`config.mk`:
```
export PLATFORM = sky130hd
export DESIGN_NAME = linear_interpolation_upsampler_unit
export DESIGN_NICKNAME = d
export VERILOG_FILES = /design/src/hw/rtl/liu_pkg.sv /design/src/hw/rtl/linear_interpolation_upsampler_unit.sv
export VERILOG_INCLUDE_DIRS = /design/src /design/src/hw/rtl
export SDC_FILE = /design/constraint.sdc
export NUM_CORES = 1
export LEC_CHECK = 0
export ABC_AREA = 1
export BUFFER_PORTS_ARGS = -buffer_cell sky130_fd_sc_hd__buf_4
export CAP_MARGIN = 20
export CORE_ASPECT_RATIO = 1.25
export CORE_MARGIN = 5
export CORE_UTILIZATION = 50
export DETAILED_ROUTE_END_ITERATION = 16
export PLACE_DENSITY = 0.71
export RECOVER_POWER = 25
export SYNTH_ARGS = -nofsm -noshare
export SYNTH_HDL_FRONTEND = slang
export SYNTH_SLANG_ARGS = --single-unit
```
`constraint.sdc`:
```
create_clock -name clk -period 6 [get_ports clk]
set_input_delay 0.9 -clock clk [delete_from_list [all_inputs] [get_ports clk]]
set_output_delay 0.9 -clock clk [all_outputs]
set_load 0.005 [all_outputs]
```
`src/hw/rtl/linear_interpolation_upsampler_unit_macros.svh`:
```
// assertion macros for the linear interpolation upsampler
`ifndef LINEAR_INTERPOLATION_UPSAMPLER_UNIT_MACROS_SVH
`define LINEAR_INTERPOLATION_UPSAMPLER_UNIT_MACROS_SVH

// condition must hold in the same cycle
`define LIU_ASSERT_SAME(lbl, clk, rst_n, ante, cons, msg) \
  lbl: assert property (@(posedge clk) disable iff (!rst_n) (ante) |-> (cons)) else $error(msg);

// condition must hold in the next cycle
`define LIU_ASSERT_NEXT(lbl, clk, rst_n, ante, cons, msg) \
  lbl: assert property (@(posedge clk) disable iff (!rst_n) (ante) |=> (cons)) else $error(msg);

`endif

```
`src/hw/rtl/liu_pkg.sv`:
```
// types and constants of the linear interpolation upsampler
`default_nettype none
package liu_pkg;

  localparam int SAMPLE_W = 32;
  localparam int CFG_W    = 6;
  localparam logic [CFG_W-1:0] CFG_RESET = 6'd2;

  typedef struct packed {
    logic signed [SAMPLE_W-1:0] sample_value;
    logic                       last_sample;
  } liu_in_t;

  typedef struct packed {
    logic signed [SAMPLE_W-1:0] out_value;
    logic                       run_last;
    logic                       stream_end;
  } liu_out_t;

  typedef enum logic [2:0] {
    ST_IDLE,
    ST_DIV,
    ST_SETUP,
    ST_INTERP,
    ST_TAIL
  } liu_state_t;

endpackage
`default_nettype wire

```
`src/hw/rtl/linear_interpolation_upsampler_unit.sv`:
```
// linear interpolation upsampler: restoring divider plus incremental step sequencer
// the first result is registered after the ST_DIV and ST_SETUP states; a first sample
// marked last goes straight to ST_TAIL; further results one per cycle while out_stall is low
// in_stall stays high until the block is back in ST_IDLE, so no new sample is taken before
// all results of the last one are registered; a first sample that is not last is only stored
// reset (synchronous, rst_n low): factor 2, no previous sample, minimum 0, output empty
`default_nettype none
`include "linear_interpolation_upsampler_unit_macros.svh"
module linear_interpolation_upsampler_unit
  import liu_pkg::*;
#(
  parameter int MAX_FACTOR = 32
) (
  input  wire logic             clk,
  input  wire logic             rst_n,
  input  wire logic             in_valid,
  output logic                  in_stall,
  input  wire liu_in_t          in_data,
  output logic                  out_valid,
  input  wire logic             out_stall,
  output liu_out_t              out_data,
  input  wire logic             cfg_valid,
  output logic                  cfg_ready,
  input  wire logic [CFG_W-1:0] cfg_data
);

  // widths: FW holds factor, DW holds a sample difference, CW counts both loops
  localparam int FW  = $clog2(MAX_FACTOR + 1);
  localparam int DW  = SAMPLE_W + 1;
  localparam int DCW = $clog2(DW);
  localparam int CW  = (DCW > FW) ? DCW : FW;

  // control state
  liu_state_t state_r, state_nxt;
  logic [CFG_W-1:0] cfg_r;
  logic             have_r, have_nxt;
  logic             out_valid_r, out_valid_nxt;
  logic [CW-1:0]    cnt_r, cnt_nxt;

  // stream state
  logic signed [SAMPLE_W-1:0] prev_r, prev_nxt;
  logic signed [SAMPLE_W-1:0] min_r, min_nxt;

  // per-item working registers
  logic signed [SAMPLE_W-1:0] cur_r, cur_nxt;
  logic                       last_r, last_nxt;
  logic [FW-1:0]              f_r, f_nxt;
  logic                       neg_r, neg_nxt;
  logic [DW-1:0]              quo_r, quo_nxt;   // dividend in, quotient out
  logic [FW-1:0]              rem_r, rem_nxt;
  logic signed [DW-1:0]       qd_r, qd_nxt;     // floor(diff / f)
  logic [FW-1:0]              rd_r, rd_nxt;     // matching remainder
  logic signed [DW-1:0]       qacc_r, qacc_nxt; // floor(j * diff / f)
  logic [FW-1:0]              racc_r, racc_nxt;
  liu_out_t                   out_r, out_nxt;

  // combinational helpers
  logic                 accept;
  logic                 out_free;
  logic [FW-1:0]        f_clamped;
  logic signed [DW-1:0] cur_ext, prev_ext;
  logic signed [DW-1:0] diff_up, diff_dn;
  logic [FW:0]          shifted;
  logic                 div_ge;
  logic [FW:0]          rsum;
  logic                 racc_ge;
  logic signed [DW-1:0] interp_sum;
  logic                 f_end;
  logic                 div_end;

  assign accept    = in_valid && !in_stall;
  assign in_stall  = (state_r != ST_IDLE);
  assign cfg_ready = (state_r == ST_IDLE);
  assign out_valid = out_valid_r;
  assign out_data  = out_r;
  // output register can be loaded when empty or being drained this cycle
  assign out_free  = !out_valid_r || !out_stall;

  // factor zero acts as one, large factors saturate
  always_comb begin
    if (cfg_r == '0) begin
      f_clamped = FW'(1);
    end else if (cfg_r > CFG_W'(MAX_FACTOR)) begin
      f_clamped = FW'(MAX_FACTOR);
    end else begin
      f_clamped = FW'(cfg_r);
    end
  end

  // difference in both directions, magnitude chosen by sign (one adder depth)
  assign cur_ext  = {in_data.sample_value[SAMPLE_W-1], in_data.sample_value};
  assign prev_ext = {prev_r[SAMPLE_W-1], prev_r};
  assign diff_up  = cur_ext - prev_ext;
  assign diff_dn  = prev_ext - cur_ext;

  // one restoring division step: bring in the next dividend bit, trial subtract
  assign shifted = {rem_r, quo_r[DW-1]};
  assign div_ge  = (shifted >= {1'b0, f_r});

  // incremental step: remainder carries into quotient when it reaches f
  assign rsum    = {1'b0, racc_r} + {1'b0, rd_r};
  assign racc_ge = (rsum >= {1'b0, f_r});

  assign interp_sum = prev_ext + qacc_r;
  assign f_end      = (cnt_r == CW'(f_r - FW'(1)));
  assign div_end    = (cnt_r == CW'(DW - 1));

  // next state
  always_comb begin
    state_nxt = state_r;
    unique case (state_r)
      ST_IDLE: begin
        if (accept) begin
          if (have_r) begin
            state_nxt = ST_DIV;
          end else if (in_data.last_sample) begin
            state_nxt = ST_TAIL;
          end
        end
      end
      ST_DIV: begin
        if (div_end) begin
          state_nxt = ST_SETUP;
        end
      end
      ST_SETUP: begin
        state_nxt = ST_INTERP;
      end
      ST_INTERP: begin
        if (out_free && f_end) begin
          state_nxt = last_r ? ST_TAIL : ST_IDLE;
        end
      end
      ST_TAIL: begin
        if (out_free && f_end) begin
          state_nxt = ST_IDLE;
        end
      end
      default: begin
        state_nxt = ST_IDLE;
      end
    endcase
  end

  // datapath and outputs
  always_comb begin
    have_nxt      = have_r;
    prev_nxt      = prev_r;
    min_nxt       = min_r;
    cur_nxt       = cur_r;
    last_nxt      = last_r;
    f_nxt         = f_r;
    neg_nxt       = neg_r;
    quo_nxt       = quo_r;
    rem_nxt       = rem_r;
    qd_nxt        = qd_r;
    rd_nxt        = rd_r;
    qacc_nxt      = qacc_r;
    racc_nxt      = racc_r;
    cnt_nxt       = cnt_r;
    out_nxt       = out_r;
    out_valid_nxt = out_valid_r && out_stall;

    unique case (state_r)
      ST_IDLE: begin
        if (accept) begin
          cur_nxt  = in_data.sample_value;
          last_nxt = in_data.last_sample;
          f_nxt    = f_clamped;
          neg_nxt  = diff_up[DW-1];
          quo_nxt  = diff_up[DW-1] ? diff_dn : diff_up;
          rem_nxt  = '0;
          cnt_nxt  = '0;
          if (in_data.sample_value <= min_r) begin
            min_nxt = in_data.sample_value;
          end
          // first sample of a stream that is not last is only stored
          if (!have_r && !in_data.last_sample) begin
            prev_nxt = in_data.sample_value;
            have_nxt = 1'b1;
          end
        end
      end
      ST_DIV: begin
        rem_nxt = div_ge ? FW'(shifted - {1'b0, f_r}) : FW'(shifted);
        quo_nxt = {quo_r[DW-2:0], div_ge};
        cnt_nxt = div_end ? '0 : cnt_r + CW'(1);
      end
      ST_SETUP: begin
        // turn |diff| / f into floor division of the signed difference
        if (!neg_r) begin
          qd_nxt = quo_r;
          rd_nxt = rem_r;
        end else if (rem_r == '0) begin
          qd_nxt = DW'(0) - quo_r;
          rd_nxt = '0;
        end else begin
          qd_nxt = ~quo_r;
          rd_nxt = f_r - rem_r;
        end
        qacc_nxt = '0;
        racc_nxt = '0;
        cnt_nxt  = '0;
      end
      ST_INTERP: begin
        if (out_free) begin
          out_valid_nxt      = 1'b1;
          out_nxt.out_value  = interp_sum[SAMPLE_W-1:0];
          out_nxt.run_last   = f_end && !last_r;
          out_nxt.stream_end = 1'b0;
          if (racc_ge) begin
            racc_nxt = FW'(rsum - {1'b0, f_r});
            qacc_nxt = qacc_r + qd_r + DW'(1);
          end else begin
            racc_nxt = rsum[FW-1:0];
            qacc_nxt = qacc_r + qd_r;
          end
          if (f_end) begin
            cnt_nxt = '0;
            if (!last_r) begin
              prev_nxt = cur_r;
              have_nxt = 1'b1;
            end
          end else begin
            cnt_nxt = cnt_r + CW'(1);
          end
        end
      end
      ST_TAIL: begin
        if (out_free) begin
          out_valid_nxt      = 1'b1;
          out_nxt.out_value  = (cnt_r == '0) ? cur_r : min_r;
          out_nxt.run_last   = f_end;
          out_nxt.stream_end = f_end;
          if (f_end) begin
            // stream finished, clear for the next one
            cnt_nxt  = '0;
            prev_nxt = '0;
            have_nxt = 1'b0;
            min_nxt  = '0;
          end else begin
            cnt_nxt = cnt_r + CW'(1);
          end
        end
      end
      default: begin
      end
    endcase
  end

  // control registers
  always_ff @(posedge clk) begin
    if (!rst_n) begin
      state_r     <= ST_IDLE;
      cfg_r       <= CFG_RESET;
      have_r      <= 1'b0;
      prev_r      <= '0;
      min_r       <= '0;
      out_valid_r <= 1'b0;
      cnt_r       <= '0;
    end else begin
      state_r     <= state_nxt;
      have_r      <= have_nxt;
      prev_r      <= prev_nxt;
      min_r       <= min_nxt;
      out_valid_r <= out_valid_nxt;
      cnt_r       <= cnt_nxt;
      if (cfg_valid && cfg_ready) begin
        cfg_r <= cfg_data;
      end
    end
  end

  // payload registers
  always_ff @(posedge clk) begin
    cur_r  <= cur_nxt;
    last_r <= last_nxt;
    f_r    <= f_nxt;
    neg_r  <= neg_nxt;
    quo_r  <= quo_nxt;
    rem_r  <= rem_nxt;
    qd_r   <= qd_nxt;
    rd_r   <= rd_nxt;
    qacc_r <= qacc_nxt;
    racc_r <= racc_nxt;
    out_r  <= out_nxt;
  end

  // running minimum starts at zero each stream and only moves down within it
  `LIU_ASSERT_SAME(a_min_nonpos, clk, rst_n, !min_r[SAMPLE_W-1], min_r == '0, "running minimum above zero")
  // step remainder stays below the factor while interpolating
  `LIU_ASSERT_SAME(a_racc_range, clk, rst_n, state_r == ST_INTERP, racc_r < f_r, "step remainder out of range")
  // the end of a stream is always the end of its sample's results
  `LIU_ASSERT_SAME(a_end_is_last, clk, rst_n, out_valid_r && out_r.stream_end, out_r.run_last, "stream end without run last")
  // an accepted sample with a stored predecessor always enters the divider
  `LIU_ASSERT_NEXT(a_div_entry, clk, rst_n, accept && have_r, state_r == ST_DIV, "divider not started")

endmodule
`default_nettype wire
```
==> results of run 1 <==
==> power groups by stage <==
stage               clock network (mW)  registers, mW  logic, mW
detailed placement                   0           3.67       8.53
floorplan                            0           3.38       6.01
finish                            1.95           3.66       8.67
global placement                     0           3.65       8.41
CTS                               1.98           3.63       8.59
global route                      2.05           3.72       9.60
==> layer usage <==
layer,track usage,vias up,wire length (um)
li1,-,10740,-
met1,0.3813,10390,31500
met2,0.5694,856,39370
met3,0.03136,233,5245
met4,0.1855,2,5723
met5,0,-,13
==> kinds of logic after synthesis <==
| kind of cell | after synthesis |
|---|---|
| buf+inv | 542 |
| simple gates | 1443 |
| compound gates | 678 |
| flops | 270 |
| xor+xnor | 107 |
| fa+ha+maj | 194 |
==> layout make-up <==
| cell class | instances | share of cell area |
|---|---|---|
| Multi-Input combinational cell | 2422 | 0.5397 |
| Sequential cell | 270 | 0.2969 |
| Inverter | 452 | 0.06902 |
| Clock buffer | 42 | 0.03573 |
| Tap cell | 578 | 0.02942 |
| Timing Repair Buffer | 96 | 0.02306 |
| Clock inverter | 10 | 0.006159 |
| Antenna cell | 1 | 0.0001018 |
==> placed cells by master, fill, tap and decap left out, drive strengths merged, types with 4 or more instances in the layout <==
cell type and instances:
nand2 841, inv 450, nor2 350, a21oi 308, o21ai 244, edfxtp 189, ha 186, nand3 160
clkbuf 109, xor2 85, dfxtp 81, nor3 40, a31oi 35, buf 29, nand4 23, xnor2 22
o22ai 15, o21bai 13, a21o 11, o21a 9, or2 8, fa 8, a211oi 8, nor4 7
nand3b 7, clkinv 7, a21boi 6, o31ai 5, o211ai 4, and2 4
==> path summary, 6_finish.rpt <==
path,slack (ps),from,endpoint
setup reg to reg,1820,rd_r[0],qacc_r[23]
hold reg to reg,460,cfg_r[5],f_r[5]
setup / recovery,1820,rd_r[0],qacc_r[23]
hold / removal,460,cfg_r[5],f_r[5]
==> state kept, by name (all words and copies together) (netlist names) <==
signal / flops
rd_r: 6
prev_r: 32
have_r: 1
quo_r: 33
last_r: 1
min_r: 32
cnt_r: 6
f_r: 6
out_data: 34
rem_r: 6
racc_r: 6
qacc_r: 32
state_r: 3
cur_r: 32
neg_r: 1
qd_r: 32
cfg_r: 6
out_valid: 1
==> critical path: cells and delay by family, from the launching register on <==
family | cells | cell delay (ps)
DFF | 1 | 360
adders and majority gates | 3 | 990
xor gates and xnor gates | 1 | 160
and+or+nand+nor | 10 | 1520
AOI/OAI and AO/OA | 2 | 410
buffers and inverters | 3 | 490
==> results.sh, run 1 <==
export IMPL_status="complete, but fails checks"
export IMPL_violations="capacitance limit, slew limit"
export IMPL_fin_cells=3871
export IMPL_grt_pass1_wl_um=123800
export IMPL_p_int_mw=6.829
export IMPL_synth_area_per_cell_um2=7.005
export IMPL_fin_util=0.5468
export IMPL_whs_path_depth=0
export IMPL_hpwl_um=66500
export IMPL_skew_ps=35.01
export IMPL_gp_congestion=1.016
export IMPL_routedWlPerCell_um=21.14
export IMPL_die_x_um=200.4
export IMPL_muxShareOfSynthArea=0
export IMPL_yosysWarningCount=0
export IMPL_async_flop_share=0
export IMPL_synth_area_leader_cell="edfxtp_1"
export IMPL_path_clk_slew_ps=60
export IMPL_hp_class="reg -> reg"
export IMPL_final_nets=3508
export IMPL_regArea_um2=7297
export IMPL_drive_gt1_frac=0.06379
export IMPL_dp_slack_ps=1749
export IMPL_finalMaxSlewViolations=75
export IMPL_synthCells=3234
export IMPL_dieArea_um2=49690
export IMPL_p_sw_frac=0.5217
export IMPL_cp_slowest_cell="nand2_1"
export IMPL_worstSetupEndpointType="flop"
export IMPL_critPathMaxFanout=13
export IMPL_p_sw_mw=7.448
export IMPL_synthesis_area_um2=22660
export IMPL_layout_setup_ws_ps=1821
export IMPL_core_region_area_um2=44960
export IMPL_grt_overflow_total=0
export IMPL_yosysMostFrequentCell="nand2_1"
export IMPL_design_area_um2=24580
export IMPL_slew_headroom=-0.5570
export IMPL_power_density_nw_per_um2=580.8
export IMPL_h_tree_depth=1
export IMPL_num_rows=87
export IMPL_drt_iter0_drc=1839
export IMPL_place_inst=3817
export IMPL_initial_core_util=0.5039
export IMPL_synth_top_family_by_area="simple AND/OR/NAND/NOR gates"
export IMPL_antenna_found_initial=2
export IMPL_synthesis_nets=3472
export IMPL_reg2reg_depth=19
export IMPL_yosysUniqueCellTypes=63
export IMPL_multi_input_comb_area_um2=13270
export IMPL_critPathArrivalTime_ps=4510
export IMPL_synth_main_ff_cell="edfxtp_1"
export IMPL_post_cts_buffers=0
export IMPL_cap_violations=2
export IMPL_clk_latency_ps=600
export IMPL_ctsHoldBuffers=0
export IMPL_grtUsageTotal=0.3206
export IMPL_portBuffers=80
export IMPL_die_h_um=248.0
export IMPL_hold_violations=0
export IMPL_synth_xor_area_frac=0.04170
export IMPL_seqPwrFrac=0.256
export IMPL_path_common_cell="nand2_1"
export IMPL_root_buffer="clkbuf_16"
export IMPL_synth_common_cells="nand2_1, inv_1, nor2_1"
export IMPL_routed_wl_um=81850
export IMPL_max_clock_freq_mhz=239.3
export IMPL_tns_ps=0
export IMPL_rsz0062_at_grt="false"
export IMPL_cts_resized=0
export IMPL_viasPerCell=5.739
export IMPL_io_pins=81
export IMPL_slowest_delay_ps=500
export IMPL_clkPwrFrac=0.136
export IMPL_finalCritPeriodShare=0.6966
export IMPL_postSynthRegisterBits=270
export IMPL_synthAdderAreaFrac=0.1098
export IMPL_area_growth_pct=8.500
export IMPL_filler_cell_count=4495
export IMPL_worstMarginPinSlew_ps=2336
export IMPL_worstPathRequired_ps=6330
export IMPL_layout_min_cycle_time_ps=4179
export IMPL_combPwrFrac=0.607
export IMPL_antenna_left=0
export IMPL_power_total_mw=14.28
export IMPL_drc=0
export IMPL_crit_chain="ha_1 -> fa_1 -> a31oi_1 -> xor2_1 -> inv_1 -> ha_1 -> nand2_1 -> inv_1 -> nand4_1 -> nand3_1 -> nand2_1 -> nand2_1 -> inv_1 -> nor3_4 -> nand3_1 -> nor2_1 -> nand2_1 -> o21ai_0 -> nor2_1"
export IMPL_vias=22220
export IMPL_yosys_area_share_simple=0.2704
export IMPL_synth_area_top_cells="edfxtp_1, nand2_1, ha_1, inv_1, dfxtp_1"
export IMPL_p_leak_nw=11.23
export IMPL_postPlaceCellArea_um2=23710
export IMPL_grt_max_degree=77
export IMPL_whs_ps=464.2
export IMPL_cts_tree="done"
export IMPL_first_pass_iters=6
export IMPL_synth_edf_count=189
export IMPL_yosysSeqAreaShare=0.3221
export IMPL_first_global_vias=21780
export IMPL_setup_viol=0
export IMPL_clock_sink_count=270
export IMPL_critPathKind="reg -> reg"
export IMPL_yosysTopAreaCellShare=0.2505
export IMPL_synth_compound_area_frac=0.1625
export IMPL_numCtsBuffers=28
export IMPL_clk_path_buf_depth=3
export IMPL_ir_drop_v=0.0002922
export IMPL_start_kind="flop"
Power figures use the tool's default switching activity.
==> run 2, diff against run 1 <==
==> constraint.sdc (replaced) <==
create_clock -name clk -period 3.9 [get_ports clk]
set_input_delay 0.585 -clock clk [delete_from_list [all_inputs] [get_ports clk]]
set_output_delay 0.585 -clock clk [all_outputs]
set_load 0.005 [all_outputs]
==> run 2 against run 1 <==
  * The flow still finishes with violations (capacitance limit, slew limit)
  * Sequential power grew 54%
  * Non-clock buffer count grew 15
  * Maximum frequency grew 16%
  * Die area is the same
  * Critical endpoint is now qacc_r[22]
  * Largest cell class unchanged
  * Largest power group unchanged
==> results.sh, run 2 (synthesis results as in run 1) <==
export IMPL_status="complete, but fails checks"
export IMPL_violations="capacitance limit, slew limit"
export IMPL_drt_iter0_drc=1570
export IMPL_max_clock_freq_mhz=277.2
export IMPL_grtUsageTotal=0.3176
export IMPL_slew_headroom=-0.6086
export IMPL_num_rows=87
export IMPL_worstPathRequired_ps=4230
export IMPL_clk_latency_ps=600
export IMPL_grt_pass1_wl_um=123200
export IMPL_multi_input_comb_area_um2=13280
export IMPL_power_density_nw_per_um2=895.4
export IMPL_h_tree_depth=1
export IMPL_p_leak_nw=11.32
export IMPL_skew_ps=36.35
export IMPL_hpwl_um=66720
export IMPL_worstMarginPinSlew_ps=2413
export IMPL_die_x_um=200.4
export IMPL_whs_ps=229.1
export IMPL_final_nets=3525
export IMPL_root_buffer="clkbuf_16"
export IMPL_hp_class="in -> reg"
export IMPL_finalCritPeriodShare=0.9250
export IMPL_antenna_left=0
export IMPL_ir_drop_v=0.0004467
export IMPL_whs_path_depth=1
export IMPL_largest_reg_flops=34
export IMPL_dieArea_um2=49690
export IMPL_vias=22370
export IMPL_viasPerCell=5.754
export IMPL_io_pins=81
export IMPL_grt_max_degree=77
export IMPL_portBuffers=80
export IMPL_numCtsBuffers=30
export IMPL_start_kind="flop"
export IMPL_critPathMaxFanout=7
export IMPL_clk_path_buf_depth=3
export IMPL_first_global_vias=21680
export IMPL_antenna_found_initial=0
export IMPL_path_clk_slew_ps=60
export IMPL_rsz0062_at_grt="false"
export IMPL_drc=0
export IMPL_cts_tree="done"
export IMPL_regArea_um2=7297
export IMPL_routedWlPerCell_um=20.96
export IMPL_grt_overflow_total=0
export IMPL_cap_violations=1
export IMPL_first_pass_iters=6
export IMPL_mostFrequentLayoutCells="nand2_1, inv_1, nor2_1, a21oi_1, o21ai_0"
export IMPL_insertedDiodeCount=0
export IMPL_initial_core_util=0.5039
export IMPL_drive_gt1_frac=0.06949
export IMPL_layout_min_cycle_time_ps=3607
export IMPL_worstSetupEndpointType="flop"
export IMPL_reg2reg_depth=20
export IMPL_routed_wl_um=81490
export IMPL_gp_congestion=1.029
export IMPL_tns_ps=0
export IMPL_final_common_cell="nand2_1"
export IMPL_setup_viol=0
export IMPL_hold_violations=0
export IMPL_critPathArrivalTime_ps=3940
export IMPL_die_h_um=248.0
export IMPL_critPathKind="reg -> reg"
export IMPL_finalMaxSlewViolations=41
export IMPL_core_region_area_um2=44960
export IMPL_filler_cell_count=4393
export IMPL_area_growth_pct=9.228
export IMPL_clock_sink_count=270
-- run 2: cell types whose count changed in the layout (fill, tap and decap cells not counted), sizes merged --
cell | before | now
diode | 1 | 0
clkinvlp | 2 | 3
clkinv | 7 | 14
inv | 450 | 451
clkbuf | 109 | 103
buf | 29 | 42
bufinv | 3 | 5
-- run 2: where the power goes --
group | internal (mW) | total [mW] | leakage, nW | switching (mW)
logic | 4.21 | 13.5 | 8.36 | 9.25
clock network | 1.80 | 3.06 | 0.509 | 1.26
registers | 4.65 | 5.64 | 2.45 | 0.990
total | 10.7 | 22.2 | 11.3 | 11.5
-- run 2: repair_timing --
item                       4_1_cts  5_1_grt
hold buffers                     0        0
resized for setup                0        3
setup endpoints to repair        0       15
buffers inserted                 0        0
-- run 2: cell type report --
type                       instances  share of cell area
sequential                       270              0.2949
timing repair buffer             111             0.02816
clock buffer                      34             0.03221
multi-input combinational       2422              0.5367
inverter                         452             0.06856
tap                              578             0.02922
clock inverter                    21             0.01026
-- run 2: worst max-delay path, cell delays in order, from the launching register on --
cell	delay [ps]
edfxtp_1	370
ha_1	240
fa_1	420
a31oi_1	220
xor2_1	160
inv_1	70
ha_1	340
nand2_1	70
inv_1	80
nand4_1	110
nand3_1	120
nand2_1	90
nand2_4	140
nand2_1	100
nand3b_2	260
nor2_4	140
nand2_4	90
nor2_4	100
inv_1	50
o21ai_0	130
nor2_1	60
-- run 2: final timing paths --
path | from | endpoint | slack [ps]
worst max-delay path | rd_r[0] | qacc_r[22] | 290
worst min-delay path | in_data[0] | last_r | 230
worst max register to register | rd_r[0] | qacc_r[22] | 290
worst min register to register | cfg_r[5] | f_r[5] | 470
-- run 2: metrics by stage --
stage	setup slack (ps)	power [mW]	util	area [um2]	std cells
3_5_place_dp	110.9	18.91	0.5308	23860	3833
4_1_cts	107.5	22.06	0.5541	24910	3888
3_3_place_gp	213.6	18.68	0.5308	23860	3833
2_1_floorplan	74.91	14.44	-	22660	3234
5_1_grt	41.14	23.82	0.5504	24750	3888
6_report	292.5	22.16	0.5504	24750	3888
-- run 2: metal layers --
| layer | vias up | part of all wire | track usage |
|---|---|---|---|
| li1 | 10770 | - | - |
| met1 | 10470 | 0.38 | 0.3706 |
| met2 | 875 | 0.48 | 0.5674 |
| met3 | 250 | 0.063 | 0.03293 |
| met4 | 0 | 0.070 | 0.1916 |
| met5 | - | 0 | 0 |
==> run 3, diff against run 2 <==
==> constraint.sdc (replaced) <==
create_clock -name clk -period 3.9 [get_ports clk]
set_input_delay 0.195 -clock clk [delete_from_list [all_inputs] [get_ports clk]]
set_output_delay 0.195 -clock clk [all_outputs]
set_load 0.005 [all_outputs]
==> run 3 against run 2 <==
  * The run still ends with capacitance limit, slew limit left
  * Non-clock buffer count grew 38
  * Power grew 0.63%
  * Hold slack lost 99 ps
  * Flip-flop and latch count is the same
  * Combinational power is essentially flat
  * Clock skew shrank 6.9 ps
  * Core utilization grew 0.90 points
  * Clock power is essentially flat
  * Sequential share of layout area shrank 0.47 points
  * First-iteration DRC count grew 14%
  * Critical path type unchanged
  * Largest power group unchanged
==> results.sh, run 3 (synthesis results as in run 1) <==
export IMPL_max_clock_freq_mhz=274.0
export IMPL_path_clk_slew_ps=70
export IMPL_seqPwrFrac=0.253
export IMPL_hold_end="cfg_r[5]"
export IMPL_routedWlPerCell_um=21.14
export IMPL_p_sw_frac=0.5219
export IMPL_violations="capacitance limit, slew limit"
export IMPL_dp_slack_ps=132.4
export IMPL_cap_violations=2
export IMPL_numCtsBuffers=29
export IMPL_grt_overflow_total=0
export IMPL_hpwl_um=66900
export IMPL_wl_met3_um=4924
export IMPL_start_kind="flop"
export IMPL_clock_sink_count=270
export IMPL_clk_path_buf_depth=3
export IMPL_p_leak_nw=11.50
export IMPL_crit_start="rd_r[0]"
export IMPL_area_growth_pct=11.01
export IMPL_critPathKind="reg -> reg"
export IMPL_combPwrFrac=0.611
export IMPL_drive_gt1_frac=0.06961
export IMPL_finalMaxSlewViolations=75
export IMPL_initial_core_util=0.5039
export IMPL_viasPerCell=5.750
export IMPL_rrSetupSlack_ps=250
export IMPL_top_layer="met4"
export IMPL_first_pass_iters=8
export IMPL_filler_cell_count=4340
export IMPL_dieArea_um2=49690
export IMPL_grt_pass1_wl_um=125000
export IMPL_p_sw_mw=11.64
export IMPL_worstMarginPinSlew_ps=2496
export IMPL_hp_class="in -> reg"
export IMPL_setup_viol=0
export IMPL_portBuffers=80
export IMPL_core_region_area_um2=44960
export IMPL_clkPwrFrac=0.136
export IMPL_final_nets=3562
export IMPL_cp_slowest_cell="nor4_1"
export IMPL_insertedDiodeCount=0
export IMPL_critPathMaxFanout=7
export IMPL_power_total_mw=22.30
export IMPL_min_delay_start="cfg_valid"
export IMPL_ir_drop_v=0.0006651
export IMPL_first_global_vias=22000
export IMPL_whs_path_depth=3
export IMPL_wl_met1_um=32020
export IMPL_finalCritPeriodShare=0.9359
export IMPL_final_common_cell="nand2_1"
export IMPL_tns_ps=0
export IMPL_grt_max_degree=77
export IMPL_io_pins=81
export IMPL_layout_min_cycle_time_ps=3650
export IMPL_root_buffer="clkbuf_16"
export IMPL_skew_ps=29.47
export IMPL_worstSetupEndpointType="flop"
export IMPL_reg2reg_depth=18
export IMPL_critPathArrivalTime_ps=3990
export IMPL_vias=22570
export IMPL_crit_buf_inv=4
export IMPL_worst_path_stages=18
export IMPL_clk_latency_ps=590
export IMPL_gp_congestion=0.9991
export IMPL_p_int_mw=10.66
export IMPL_wl_met2_um=40180
export IMPL_path_delay_family="simple AND/OR/NAND/NOR gates"
export IMPL_largest_reg_flops=34
export IMPL_grtUsageTotal=0.3230
export IMPL_antenna_left=0
export IMPL_mostFrequentLayoutCells="nand2_1, inv_1, nor2_1, a21oi_1, o21ai_0"
export IMPL_hold_violations=0
export IMPL_slowest_delay_ps=490
export IMPL_routed_wl_um=82970
export IMPL_layout_setup_ws_ps=249.8
export IMPL_worst_r2r_endpoint="qacc_r[11]"
export IMPL_power_density_nw_per_um2=886.6
export IMPL_slew_headroom=-0.6638
export IMPL_num_rows=87
export IMPL_cts_tree="done"
export IMPL_rsz0062_at_grt="false"
export IMPL_crit_chain="ha_1 -> fa_1 -> a31oi_1 -> xor2_1 -> inv_1 -> ha_1 -> nand2_1 -> inv_1 -> nand4_1 -> nand3_1 -> nand2_1 -> nand2_4 -> inv_1 -> buf_4 -> nor4_1 -> nand2_1 -> nand2_1 -> a21oi_1"
export IMPL_status="complete, but fails checks"
export IMPL_h_tree_depth=1
export IMPL_die_x_um=200.4
export IMPL_antenna_found_initial=0
export IMPL_die_h_um=248.0
export IMPL_path_common_cell="nand2_1"
export IMPL_drt_iter0_drc=1782
export IMPL_worstPathRequired_ps=4240
export IMPL_r2r_start="rd_r[0]"
export IMPL_drc=0
-- run 3: cell count changes in the layout (fill, tap and decap cells not counted), sizes merged --
cell,previous run,this run
clkbuf,103,106
clkinvlp,3,0
clkinv,14,13
bufinv,5,4
buf,42,38
dlygate4sd3,0,40
inv,451,454
-- run 3: power groups by stage --
stage | Sequential (mW) | Clock (mW) | Combinational (mW)
detailed placement | 5.67 | 0 | 13.3
floorplan | 5.19 | 0 | 9.24
global placement | 5.65 | 0 | 13.2
finish | 5.65 | 3.03 | 13.6
CTS | 5.62 | 3.06 | 13.4
global route | 5.72 | 3.17 | 15.0
-- run 3: per-layer routing --
metal,GRT usage,vias to the layer above
li1,-,10850
met2,0.5801,918
met4,0.1904,0
met5,0,-
met1,0.3790,10550
met3,0.02914,249
-- run 3: worst register-to-register path, cell delays in order, from the launching register on --
cell	delay, ps
edfxtp_1	380
ha_1	240
fa_1	430
a31oi_1	220
xor2_1	160
inv_1	70
ha_1	340
nand2_1	60
inv_1	60
nand4_1	100
nand3_1	100
nand2_1	90
nand2_4	140
inv_1	110
buf_4	190
nor4_1	490
nand2_1	90
nand2_1	80
a21oi_1	50
-- run 3: what timing repair did --
item / in CTS / in global routing
buffers inserted: 0 / 0
setup endpoints to repair: 0 / 13
resized for setup: 0 / 2
endpoints found under the hold margin: 61 / 0
hold buffers: 40 / 0
-- run 3: stage by stage --
stage / instance area, um2 / hold slack, ps / std cells / util
after floorplan: 22660 / 293.9 / 3234 / -
after global placement: 23860 / 384.2 / 3831 / 0.5307
after detailed placement: 23860 / 391.9 / 3831 / 0.5307
after CTS: 25290 / 76.71 / 3925 / 0.5626
after global routing: 25150 / 158.0 / 3925 / 0.5594
final: 25150 / 129.7 / 3925 / 0.5594
-- run 3: layout make-up --
cell class,instances,area [um2],area share
clock buffers,35,810.8,0.03224
clock inverters,19,224.0,0.008905
inverters,452,1697,0.06746
multi-input cells,2422,13290,0.5285
flip-flops and latches,270,7297,0.2901
well taps,578,723.2,0.02876
repair buffers,149,1106,0.04398
-- run 3: worst max-delay path by stage --
stage                      end  slack [ps]
finish              qacc_r[11]         250
global placement    qacc_r[11]         180
CTS                 qacc_r[11]         100
global route        qacc_r[22]          20
detailed placement  qacc_r[22]         130
floorplan            qacc_r[0]          70
